===== config.mk =====
export PLATFORM = sky130hd
export DESIGN_NAME = q2e_sqrt_stage
export DESIGN_NICKNAME = d
export VERILOG_FILES = /design/src/rtl/q2e_pkg.sv /design/src/rtl/q2e_sqrt_stage.sv
export SDC_FILE = /design/constraint.sdc
export NUM_CORES = 1
export LEC_CHECK = 0
export BUFFER_PORTS_ARGS = -buffer_cell sky130_fd_sc_hd__buf_2
export CORE_UTILIZATION = 37
export DETAILED_ROUTE_END_ITERATION = 8
export PLACE_DENSITY = 0.75
export SYNTH_ARGS = -nofsm -noshare
export SYNTH_HDL_FRONTEND = slang
export SYNTH_SLANG_ARGS = --single-unit

===== constraint.sdc =====
create_clock -name clk_i -period 0.8 [get_ports clk_i]
set_clock_uncertainty 0.2 [all_clocks]
set_input_delay 0.12 -clock clk_i [delete_from_list [all_inputs] [get_ports clk_i]]
set_output_delay 0.12 -clock clk_i [all_outputs]
set_load 0.01 [all_outputs]

===== src/rtl/q2e_pkg.sv =====
// ----------------------------------------------------------------------------
// q2e_pkg: shared constants and helpers for the quaternion to Euler block
// Widths, the arctangent table and the angle rounding used by all stages.
// ----------------------------------------------------------------------------
package q2e_pkg;

  localparam int unsigned CordicStagesDef = 16;
  localparam int unsigned AtanTableLen    = 24;
  // CORDIC datapath: operands are Q.28 and grow by at most ~2 bits.
  localparam int unsigned CW = 36;
  // Angle accumulator, Q.30.
  localparam int unsigned ZW = 33;
  // Square root operand 2^56 - s^2 fits in 57 bits, root in 29.
  localparam int unsigned RadW  = 58;
  localparam int unsigned RootW = 29;

  localparam logic signed [ZW-1:0] HalfPiQ30 = 33'sd1686629713;
  localparam logic signed [CW-1:0] OneQ28    = 36'sd268435456;
  localparam logic signed [15:0]   PiQ13     = 16'sd25736;
  localparam logic signed [15:0]   HalfPiQ13 = 16'sd12868;

  function automatic logic signed [ZW-1:0] atan_q30(input logic [4:0] idx);
    logic signed [ZW-1:0] r;
    unique case (idx)
      5'd0:  r = 33'sd843314856;
      5'd1:  r = 33'sd497837829;
      5'd2:  r = 33'sd263043836;
      5'd3:  r = 33'sd133525158;
      5'd4:  r = 33'sd67021686;
      5'd5:  r = 33'sd33543515;
      5'd6:  r = 33'sd16775850;
      5'd7:  r = 33'sd8388437;
      5'd8:  r = 33'sd4194282;
      5'd9:  r = 33'sd2097149;
      5'd10: r = 33'sd1048575;
      5'd11: r = 33'sd524287;
      5'd12: r = 33'sd262143;
      5'd13: r = 33'sd131071;
      5'd14: r = 33'sd65535;
      5'd15: r = 33'sd32767;
      5'd16: r = 33'sd16383;
      5'd17: r = 33'sd8191;
      5'd18: r = 33'sd4095;
      5'd19: r = 33'sd2047;
      5'd20: r = 33'sd1023;
      5'd21: r = 33'sd511;
      5'd22: r = 33'sd255;
      5'd23: r = 33'sd127;
      default: r = '0;
    endcase
    return r;
  endfunction

  // Round Q.30 to Q3.13 with floor after adding half, then saturate to +-lim.
  function automatic logic signed [15:0] to_q13(input logic signed [ZW-1:0] a,
                                                input logic signed [15:0] lim);
    logic signed [ZW:0] s;
    logic signed [ZW:0] r;
    s = {a[ZW-1], a} + (ZW+1)'(65536);
    r = s >>> 17;
    if (r > (ZW+1)'(lim)) return lim;
    if (r < -((ZW+1)'(lim))) return -lim;
    return r[15:0];
  endfunction

endpackage


===== src/rtl/q2e_sqrt_stage.sv =====
// ----------------------------------------------------------------------------
// q2e_sqrt_stage: one registered step of a restoring integer square root
// Settles two bits of remainder and one root bit per stage.
// ----------------------------------------------------------------------------
module q2e_sqrt_stage #(
  parameter int unsigned Step = 0
) (
  input  logic                            clk_i,
  input  logic                            en_i,
  input  logic [q2e_pkg::RadW-1:0]        rem_i,
  input  logic [q2e_pkg::RootW-1:0]       root_i,
  output logic [q2e_pkg::RadW-1:0]        rem_o,
  output logic [q2e_pkg::RootW-1:0]       root_o
);
  localparam int unsigned Sh = 2 * (q2e_pkg::RootW - 1 - Step);

  logic [q2e_pkg::RadW-1:0]  trial;
  logic [q2e_pkg::RadW-1:0]  rem_d, rem_q;
  logic [q2e_pkg::RootW-1:0] root_d, root_q;

  always_comb begin
    // trial = (4*root + 1) << Sh, root holds the bits settled so far
    trial = ({{(q2e_pkg::RadW-q2e_pkg::RootW-2){1'b0}}, root_i, 2'b01}) << Sh;
    if (rem_i >= trial) begin
      rem_d  = rem_i - trial;
      root_d = {root_i[q2e_pkg::RootW-2:0], 1'b1};
    end else begin
      rem_d  = rem_i;
      root_d = {root_i[q2e_pkg::RootW-2:0], 1'b0};
    end
  end

  always_ff @(posedge clk_i) begin
    if (en_i) begin
      rem_q  <= rem_d;
      root_q <= root_d;
    end
  end

  assign rem_o  = rem_q;
  assign root_o = root_q;
endmodule


==> metrics <==
CP max stage cell edfxtp_1; count of pins over their slew limit 0; Yosys reg bits 87; CP max stage delay 380 ps; nets@finish 367; Final min period 1187 ps; VDD IR max 0.001556 V; Buf/Inv on CP 1; Synth area leader edfxtp_1; Antenna Cells 0; post-route ant nets 0; clk buf depth 2; Num CTS Buffers 9; CTS tree yes; WP data required 480 ps; Post-synth EDFFs 87; # H-tree levels 3; final hold viol count 90; Period Utilization, post-route 148.4%; Yosys Warn Count 0; hold crit path type in2reg; RD Place Congestion 0.7370; failing checks negative hold slack, negative setup slack; CTS Sinks 87; Slew HR 84.74%; sequential-to-total area share from yosys stat 99.15%; drt via density 4.124; MaxCap Viol Count 0; syn_area_per_cell 29.28 um^2; RSZ-0062 raised after global routing yes; Most used DFF post-synth edfxtp_1; dpl ws -229.9 ps; top cell type's share of synthesized area 99.15%; DRC Markers 0; Core Area 0.006832 mm^2; initial core utilization 38.57%; Routed wire per std cell 13.92 um; syn_nets 179; via count 1559; post-detail-place hpwl 4028 um; GRT Total Usage 13.82%; row count 30; Synth area leaders edfxtp_1 (99%), and2b_2 (0.33%), and2_2 (0.28%); largest net degree at the start of global routing 45; CP Data Arrival Time 870 ps; vias in the first global route 1526; top-level I/O count 176; power after layout 0.008780 W; drt pass-1 iters 4; share of cells above drive strength 1 67.73%; synth cell count leaders edfxtp_1 (87), and2_2 (1), and2b_2 (1), or2_1 (1); Worst-Margin Slew 229.0 ps; crit path capture type primary output; post-synthesis cell count 90; initial antenna violation count 0; IO buf count 174; fmax 842.6 MHz; critical path type reg2out; critical path fanouts, max 1; Die X 86.39 um; P_leak 1.650 nW; most frequent cell after synthesis edfxtp_1; crit-path leading delay family flip-flops; Synth async-reset ratio 0%; Post-Syn Area 0.002635 mm^2; final wirelength 5260 um; Final Setup Violations 87; initial DRC count 48; Fin Hold WS -243.7 ps; Yosys cell types 4; Die ar. 0.007463 mm^2; Worst-path clk slew 80 ps; crit path launch type flip-flop; status complete, but fails checks; Power Density 2289 mW/mm^2; Area Overhead vs Synth 45.54%; GRT overflow 0; critical-path cell list buf_2; Die Ht 86.39 um; CTS root buf clkbuf_8; first-pass GRT wire length 7272 um; worst setup margin -386.8 ps; Post-Route Utilization 56.14%
==> logic make-up after synthesis <==
| kind of cell | count (synthesis) | synth area share [%] |
|---|---|---|
| and+or+nand+nor | 3 | 0.8550 |
| DFF | 87 | 99.15 |
==> timing repair <==
item / 4_1_cts / 5_1_grt
endpoints found under the hold margin: 90 / 90
buffers inserted: 0 / 0
gates resized for setup: 0 / 1
endpoints found under the setup margin: 87 / 87
==> cells in the final DEF, fill, tap and decap left out, drive strengths merged <==
cell type	n
buf	177
edfxtp	87
clkinv	5
clkbuf	9
and2b	1
and2	1
or2	1
clkinvlp	1
==> routing by layer <==
metal,part of all wire (%),track usage (%),vias up
met4,1.9,7.273,0
met1,38,14.46,710
li1,-,-,736
met3,9.6,5.810,10
met2,51,23.74,103
met5,0,0,-
==> registers in the layout (all words and copies together), names as in the netlist <==
| name | flops |
|---|---|
| root_o | 29 |
| rem_o | 58 |
==> final cells by class <==
class / count / area [um^2]
fill: 590 / 2997
multi-input combinational: 3 / 22.52
tap: 96 / 120.1
sequential: 87 / 2613
timing repair buffer: 177 / 927.1
clock buffer: 9 / 123.9
clock inverter: 6 / 28.78
==> metrics by stage <==
stage                     setup TNS, ps  instance area [um^2]  std cells
after floorplan                       0                  2635         90
after global placement           -17690                  3676        363
after detailed placement         -19420                  3676        363
after CTS                        -33540                  3829        378
after global routing             -35520                  3835        378
final                            -31200                  3835        378
==> report_power, final <==
| group | switching [W] | internal (W) |
|---|---|---|
| combinational | 0.000456 | 0.000405 |
| clock | 0.00136 | 0.00107 |
| sequential | 0.0000818 | 0.00541 |
| total | 0.00190 | 0.00688 |
==> path summary, 6_finish.rpt <==
kind,cells past startpoint,to,from
worst max-delay path,1,rem_o[16],rem_o[16]$_DFFE_PP_
worst min-delay path,1,rem_o[23]$_DFFE_PP_,rem_i[23]
Power figures use the tool's default switching activity.
