### config.mk
export PLATFORM = sky130hd
export DESIGN_NAME = q2e_cordic_stage
export DESIGN_NICKNAME = d
export VERILOG_FILES = /design/src/rtl/q2e_pkg.sv /design/src/rtl/q2e_cordic_stage.sv
export SDC_FILE = /design/constraint.sdc
export NUM_CORES = 1
export LEC_CHECK = 0
export BUFFER_PORTS_ARGS = -buffer_cell sky130_fd_sc_hd__buf_4
export CORE_MARGIN = 4
export CORE_UTILIZATION = 45
export DETAILED_ROUTE_END_ITERATION = 16
export PLACE_DENSITY = 0.73
export SYNTH_ARGS = -nofsm -noshare
export SYNTH_HDL_FRONTEND = slang
export SYNTH_SLANG_ARGS = --single-unit
### constraint.sdc
create_clock -name clk_i -period 5.51 [get_ports clk_i]
set_input_delay 0.8265 -clock clk_i [delete_from_list [all_inputs] [get_ports clk_i]]
set_output_delay 0.8265 -clock clk_i [all_outputs]
set_load 0.005 [all_outputs]
### src/rtl/q2e_pkg.sv
// ----------------------------------------------------------------------------
// q2e_pkg: shared constants and helpers for the quaternion to Euler block
// Widths, the arctangent table and the angle rounding used by all stages.
// ----------------------------------------------------------------------------
package q2e_pkg;

  localparam int unsigned CordicStagesDef = 16;
  localparam int unsigned AtanTableLen    = 24;
  // CORDIC datapath: operands are Q.28 and grow by at most ~2 bits.
  localparam int unsigned CW = 36;
  // Angle accumulator, Q.30.
  localparam int unsigned ZW = 33;
  // Square root operand 2^56 - s^2 fits in 57 bits, root in 29.
  localparam int unsigned RadW  = 58;
  localparam int unsigned RootW = 29;

  localparam logic signed [ZW-1:0] HalfPiQ30 = 33'sd1686629713;
  localparam logic signed [CW-1:0] OneQ28    = 36'sd268435456;
  localparam logic signed [15:0]   PiQ13     = 16'sd25736;
  localparam logic signed [15:0]   HalfPiQ13 = 16'sd12868;

  function automatic logic signed [ZW-1:0] atan_q30(input logic [4:0] idx);
    logic signed [ZW-1:0] r;
    unique case (idx)
      5'd0:  r = 33'sd843314856;
      5'd1:  r = 33'sd497837829;
      5'd2:  r = 33'sd263043836;
      5'd3:  r = 33'sd133525158;
      5'd4:  r = 33'sd67021686;
      5'd5:  r = 33'sd33543515;
      5'd6:  r = 33'sd16775850;
      5'd7:  r = 33'sd8388437;
      5'd8:  r = 33'sd4194282;
      5'd9:  r = 33'sd2097149;
      5'd10: r = 33'sd1048575;
      5'd11: r = 33'sd524287;
      5'd12: r = 33'sd262143;
      5'd13: r = 33'sd131071;
      5'd14: r = 33'sd65535;
      5'd15: r = 33'sd32767;
      5'd16: r = 33'sd16383;
      5'd17: r = 33'sd8191;
      5'd18: r = 33'sd4095;
      5'd19: r = 33'sd2047;
      5'd20: r = 33'sd1023;
      5'd21: r = 33'sd511;
      5'd22: r = 33'sd255;
      5'd23: r = 33'sd127;
      default: r = '0;
    endcase
    return r;
  endfunction

  // Round Q.30 to Q3.13 with floor after adding half, then saturate to +-lim.
  function automatic logic signed [15:0] to_q13(input logic signed [ZW-1:0] a,
                                                input logic signed [15:0] lim);
    logic signed [ZW:0] s;
    logic signed [ZW:0] r;
    s = {a[ZW-1], a} + (ZW+1)'(65536);
    r = s >>> 17;
    if (r > (ZW+1)'(lim)) return lim;
    if (r < -((ZW+1)'(lim))) return -lim;
    return r[15:0];
  endfunction

endpackage

### src/rtl/q2e_cordic_stage.sv
// ----------------------------------------------------------------------------
// q2e_cordic_stage: one registered vectoring rotation of the CORDIC
// Drives y toward zero and accumulates the turned angle.
// ----------------------------------------------------------------------------
module q2e_cordic_stage #(
  parameter int unsigned Step = 0
) (
  input  logic                              clk_i,
  input  logic                              en_i,
  input  logic signed [q2e_pkg::CW-1:0]     x_i,
  input  logic signed [q2e_pkg::CW-1:0]     y_i,
  input  logic signed [q2e_pkg::ZW-1:0]     z_i,
  output logic signed [q2e_pkg::CW-1:0]     x_o,
  output logic signed [q2e_pkg::CW-1:0]     y_o,
  output logic signed [q2e_pkg::ZW-1:0]     z_o
);
  logic signed [q2e_pkg::CW-1:0] dx, dy, x_d, y_d, x_q, y_q;
  logic signed [q2e_pkg::ZW-1:0] z_d, z_q, ang;

  always_comb begin
    dx  = y_i >>> Step;
    dy  = x_i >>> Step;
    ang = q2e_pkg::atan_q30(5'(Step));
    if (!y_i[q2e_pkg::CW-1]) begin
      x_d = x_i + dx;
      y_d = y_i - dy;
      z_d = z_i + ang;
    end else begin
      x_d = x_i - dx;
      y_d = y_i + dy;
      z_d = z_i - ang;
    end
  end

  always_ff @(posedge clk_i) begin
    if (en_i) begin
      x_q <= x_d;
      y_q <= y_d;
      z_q <= z_d;
    end
  end

  assign x_o = x_q;
  assign y_o = y_q;
  assign z_o = z_q;
endmodule

==> results of run 1 <==
final cells by class:
cell class / count / area [sq um] / share of cell area
Multi-Input combinational cell: 950 / 6770 / 0.535
Sequential cell: 104 / 3120 / 0.247
Timing Repair Buffer: 215 / 1610 / 0.127
Inverter: 123 / 462 / 0.0364
Tap cell: 313 / 392 / 0.0309
Clock buffer: 9 / 225 / 0.0178
Clock inverter: 7 / 78.8 / 0.00622
logic make-up (layout without fill, tap and decap cells):
family,after synthesis,after routing,synth area share
and+or+nand+nor,281,281,0.125
xor gates and xnor gates,95,95,0.0788
muxes,23,23,0.0218
adders and majority gates,137,137,0.165
AOI/OAI and AO/OA,414,414,0.251
buffers and inverters,171,354,0.0628
DFF,104,104,0.296
power breakdown:
part	switching (mW)	internal [mW]	total [mW]
Sequential	0.0391	1.05	1.09
Clock	0.323	0.358	0.681
Combinational	0.682	0.541	1.22
Total	1.04	1.95	2.99
layout by cell type (no fill, tap or decap), types with 4 or more instances in the layout:
| master | instances |
|---|---|
| clkbuf_16 | 9 |
| nor3b_1 | 4 |
| o31a_1 | 4 |
| o31ai_1 | 12 |
| nand2_1 | 67 |
| a31oi_1 | 5 |
| nand2b_1 | 7 |
| a41oi_1 | 4 |
| nor4_1 | 8 |
| buf_4 | 215 |
| edfxtp_1 | 104 |
| and3_1 | 6 |
| a21o_1 | 30 |
| xor2_1 | 12 |
| a21boi_0 | 5 |
| o21a_1 | 22 |
| o21ai_0 | 75 |
| nand3_1 | 15 |
| mux2i_1 | 23 |
| o21bai_1 | 25 |
| a21oi_1 | 154 |
| ha_1 | 133 |
| nand4_1 | 11 |
| o41ai_1 | 7 |
| nor2_1 | 95 |
| xnor2_1 | 83 |
| and2_1 | 7 |
| nor3_1 | 27 |
| nor2b_1 | 14 |
| fa_1 | 4 |
| a221oi_1 | 5 |
| o211ai_1 | 7 |
| a211oi_1 | 14 |
| or3_1 | 10 |
| inv_1 | 120 |
| o21ai_1 | 5 |
flip-flops by register name, summed over array words and instances, names as in the netlist:
register / count
x_o: 36
y_o: 35
z_o: 33
worst paths after layout:
kind    from                end  slack [ps]  cells after the start
max   x_i[3]  x_o[31]$_DFFE_PP_        1410                     13
min   z_i[0]   z_o[0]$_DFFE_PP_         650                      1
per-stage QoR:
stage               cells  setup slack, ps  instance area (sq um)  utilization  power (mW)
floorplan            1225              956                  10600            -        1.81
global placement     1705             1190                  12400        0.541        2.30
detailed placement   1705             1180                  12400        0.541        2.31
CTS                  1721             1520                  12700        0.554        3.01
global route         1721             1270                  12700        0.554        3.16
finish               1721             1410                  12700        0.554        2.99
per-layer routing:
layer	wire length, um	up-vias	global-route usage
li1	-	4763	-
met1	14000	4548	0.318
met2	15000	416	0.396
met3	2180	49	0.0367
met4	797	0	0.0741
met5	0	-	0
==> flow_summary.yaml, run 1 <==
cts:
  root_buffer: "clkbuf_16"
  clk_path_buf_depth: 2
  cts_resized: 0
  post_cts_buffers: 0
  hold_buffers: 0
  tritoncts: "done"
  htree_levels: 3
  cts_made_buffers: 9
  cts_sinks: 104
  clkTransAtPathRegs_ps: 70
yosys:
  synth_top_cell_by_area: "edfxtp_1"
  yosysSeqAreaShare: 0.296
  synthTopCellsByCount: "a21oi_1 (154), ha_1 (133), inv_1 (121)"
  syn-cell-area_sq_um: 10600
  ys_seq_elements: 104
  synthArstFlopShare: 0
  synth.area.top_cells: "edfxtp_1 (30%), ha_1 (16%), a21oi_1 (7.3%)"
  yosysWarnings: 0
  synth_cell_type_count: 69
  postSynthCellCount: 1225
  ys.flop_type: "edfxtp_1"
  synth_edf_count: 104
  syn_nets: 1469
  syn_avg_cell_area_sq_um: 8.62
  synth_most_common_cell: "a21oi_1"
  synth_top_area_frac: 0.296
global_routing:
  track_usage: 0.237
  grt_pass1_vias: 9563
  grt_max_degree: 90
  grt-ovfl-total: 0
  grt_pass1_wl_um: 50100
  antenna_found_initial: 0
timing:
  tightest_slew_ps: 1130
  finalCritPeriodShare: 0.744
  slew_violations: 0
  hold_viol_final: 0
  slew_headroom: 0.247
  grt_setup_unrepaired: "false"
  tns_ps: 0
  whs_ps: 648
  final-setup-viol-count: 0
  max_freq_mhz: 244
  finalCriticalPeriod_ps: 4100
floorplan:
  die_h_um: 161
  std_cell_rows: 55
  die_w_um: 161
  start_util: 0.462
  core_area_sq_um: 22800
  pin_count: 212
  die_area_sq_um: 26000
detailed_routing:
  via_count: 9776
  first_iter_violations: 915
  via_per_inst: 5.68
  ant_nets: 0
  firstDrtPassIters: 7
  drt-wirelength-per-cell_um: 18.6
  drc: 0
  drt-total-wl_um: 32000
power:
  power.density_nw_per_um2: 236
  ir_worst_vdd_mv: 0.135
  leakagePower_nw: 5.62
job:
  maxCapViolCount: 0
critical_path:
  path_buf_inv: 2
  arrival_ps: 4190
  crit_family: "compound AO/OA/AOI/OAI gates"
  crit_chain: "buf_4 -> inv_1 -> ha_1 -> nor2_1 -> nand2_1 -> o21ai_0 -> a31oi_4 -> o41ai_1 -> nand2b_1 -> a21oi_1 -> o21a_1 -> mux2i_1 -> xnor2_1"
  required_ps: 5600
  critPathLaunchType: "primary input"
  cp_max_fo: 13
  cp-end-kind: "register"
  cp_slowest_cell: "o21ai_0"
  slowest_delay_ps: 690
  path_class: "primary input to register"
cells_and_area:
  drive_gt1_frac: 0.173
  final_nets: 1647
  num_antenna_cells: 0
  areaGrowthSynthToFinish_pct: 20.0
  fillers: 2133
place:
  dp_hpwl_um: 25200
  port_buffers: 211
  place.gp.congestion: 0.947
status:
  outcome: "finished clean"
worst_hold_path:
  min_path_type: "primary input to register"
(Power assumes the default switching activity.)
==> inputs of run 2 (changes only) <==
--- a/config.mk
+++ b/config.mk
@@ -9,7 +9,7 @@
 export CORE_MARGIN = 4
 export CORE_UTILIZATION = 45
 export DETAILED_ROUTE_END_ITERATION = 16
-export PLACE_DENSITY = 0.73
+export PLACE_DENSITY = 0.76
 export SYNTH_ARGS = -nofsm -noshare
 export SYNTH_HDL_FRONTEND = slang
 export SYNTH_SLANG_ARGS = --single-unit
==> constraint.sdc (replaced) <==
create_clock -name clk_i -period 3.5 [get_ports clk_i]
set_input_delay 0.525 -clock clk_i [delete_from_list [all_inputs] [get_ports clk_i]]
set_output_delay 0.525 -clock clk_i [all_outputs]
set_load 0.005 [all_outputs]
==> run 2 against run 1 <==
Net effect: non-clock buffer count is 172 higher; setup slack worse by 1400 ps; via count increased by 8.8%; worst hold slack worse by 320 ps; flip-flop and latch count stayed put; critical path depth increased by 2; die area is the same; clock power grew 53%; cell area up 10%; core utilization up 5.7 points; first-iteration DRC count up 3.5%; sequential power up 58%; largest power group unchanged.
==> flow_summary.yaml, run 2 (synthesis gave the netlist of run 1 again) <==
cts:
  hold_buffers: 0
  cts_resized: 0
  htree_levels: 3
  clkTransAtPathRegs_ps: 80
  cts_sinks: 104
  root_buffer: "clkbuf_16"
  clk_path_buf_depth: 2
  post_cts_buffers: 0
  cts_made_buffers: 9
  tritoncts: "done"
critical_path:
  cp_max_fo: 3
  required_ps: 3620
  arrival_ps: 3580
  critPathLaunchType: "primary input"
  critPathLaunch: "x_i[3]"
  path_class: "primary input to register"
  cp-end-kind: "register"
place:
  post-place-ws_ps: -165
  port_buffers: 211
  place.gp.congestion: 0.949
  post_dp_cell_area_sq_um: 13700
  dp_hpwl_um: 27600
  place_inst: 1877
power:
  seqPwrFrac: 0.346
  swShare: 0.351
  clkPwrFrac: 0.210
  p_switching_mw: 1.74
  p_int_mw: 3.22
  totalPowerFinal_mw: 4.96
  ir_worst_vdd_mv: 0.227
  power.density_nw_per_um2: 355
  pwr-share-comb: 0.444
  leakagePower_nw: 6.46
cells_and_area:
  post-route-util: 0.612
  final_nets: 1819
  stdcell_count: 1893
  final_common_cell: "buf_4"
  postLayoutCellArea_sq_um: 14000
  fillers: 2036
  mostFrequentLayoutCells: "buf_4 (386), a21oi_1 (154), ha_1 (133), inv_1 (120), edfxtp_1 (104)"
  areaGrowthSynthToFinish_pct: 32.3
  largest_register_ff_count: 36
  num_antenna_cells: 0
  drive_gt1_frac: 0.265
detailed_routing:
  via_per_inst: 5.62
  drt-total-wl_um: 34200
  firstDrtPassIters: 5
  via_count: 10639
  ant_nets: 0
  drc: 0
  drt-wirelength-per-cell_um: 18.1
  first_iter_violations: 947
global_routing:
  grt-ovfl-total: 0
  grt_pass1_wl_um: 54700
  grt_pass1_vias: 10582
  grt_max_degree: 79
  track_usage: 0.259
  antenna_found_initial: 0
floorplan:
  start_util: 0.462
  die_h_um: 161
  die_w_um: 161
  std_cell_rows: 55
  die_area_sq_um: 26000
  core_area_sq_um: 22800
  pin_count: 212
timing:
  final-setup-viol-count: 0
  slew_violations: 0
  layout_setup_ws_ps: 44.2
  max_freq_mhz: 289
  whs_ps: 330
  slew_headroom: 0.351
  grt_setup_unrepaired: "false"
  tightest_slew_ps: 974
  tns_ps: 0
  finalCritPeriodShare: 0.987
  hold_viol_final: 0
  finalCriticalPeriod_ps: 3460
job:
  maxCapViolCount: 0
worst_hold_path:
  min_path_type: "primary input to register"
  min-delay-start: "z_i[1]"
status:
  outcome: "finished clean"
[run 2: cell types whose count changed in the layout (fill, tap and decap cells not counted), sizes merged]
cell    before  now
buf        215  387
bufinv       1    0
inv        123  124
[run 2: cell type report]
cell class              instances  area, sq um  area share
clock buffers                   9          225      0.0161
clock inverters                 7         66.3     0.00475
inverters                     123          462      0.0330
multi-input cells             950         6790       0.486
flip-flops and latches        104         3120       0.224
well taps                     313          392      0.0280
repair buffers                387         2920       0.209
[run 2: worst max-delay path: stages]
cell	delay (ps)
buf_4	90
inv_1	40
ha_1	330
buf_4	150
nor2_1	210
nand2_1	80
o21ai_0	610
a31oi_4	200
o41ai_1	400
buf_4	180
nand2b_1	120
a21oi_1	130
o21a_1	240
mux2i_1	170
xnor2_1	90
[run 2: worst paths after layout]
check / end / depth (start not counted)
worst max-delay path: y_o[31]$_DFFE_PP_ / 15
worst min-delay path: z_o[1]$_DFFE_PP_ / 1
[run 2: power groups by stage]
| stage | sequential (mW) | clock [mW] | combinational [mW] |
|---|---|---|---|
| after floorplan | 1.76 | 0 | 1.09 |
| after global placement | 1.74 | 0 | 2.14 |
| after detailed placement | 1.75 | 0 | 2.16 |
| after CTS | 1.72 | 1.06 | 2.18 |
| after global routing | 1.74 | 1.11 | 2.40 |
| final | 1.72 | 1.04 | 2.20 |
[run 2: per-layer routing]
layer,GRT usage,part of all wire
met5,0,0
met4,0.0872,0.027
met3,0.0490,0.077
met2,0.441,0.48
met1,0.330,0.42
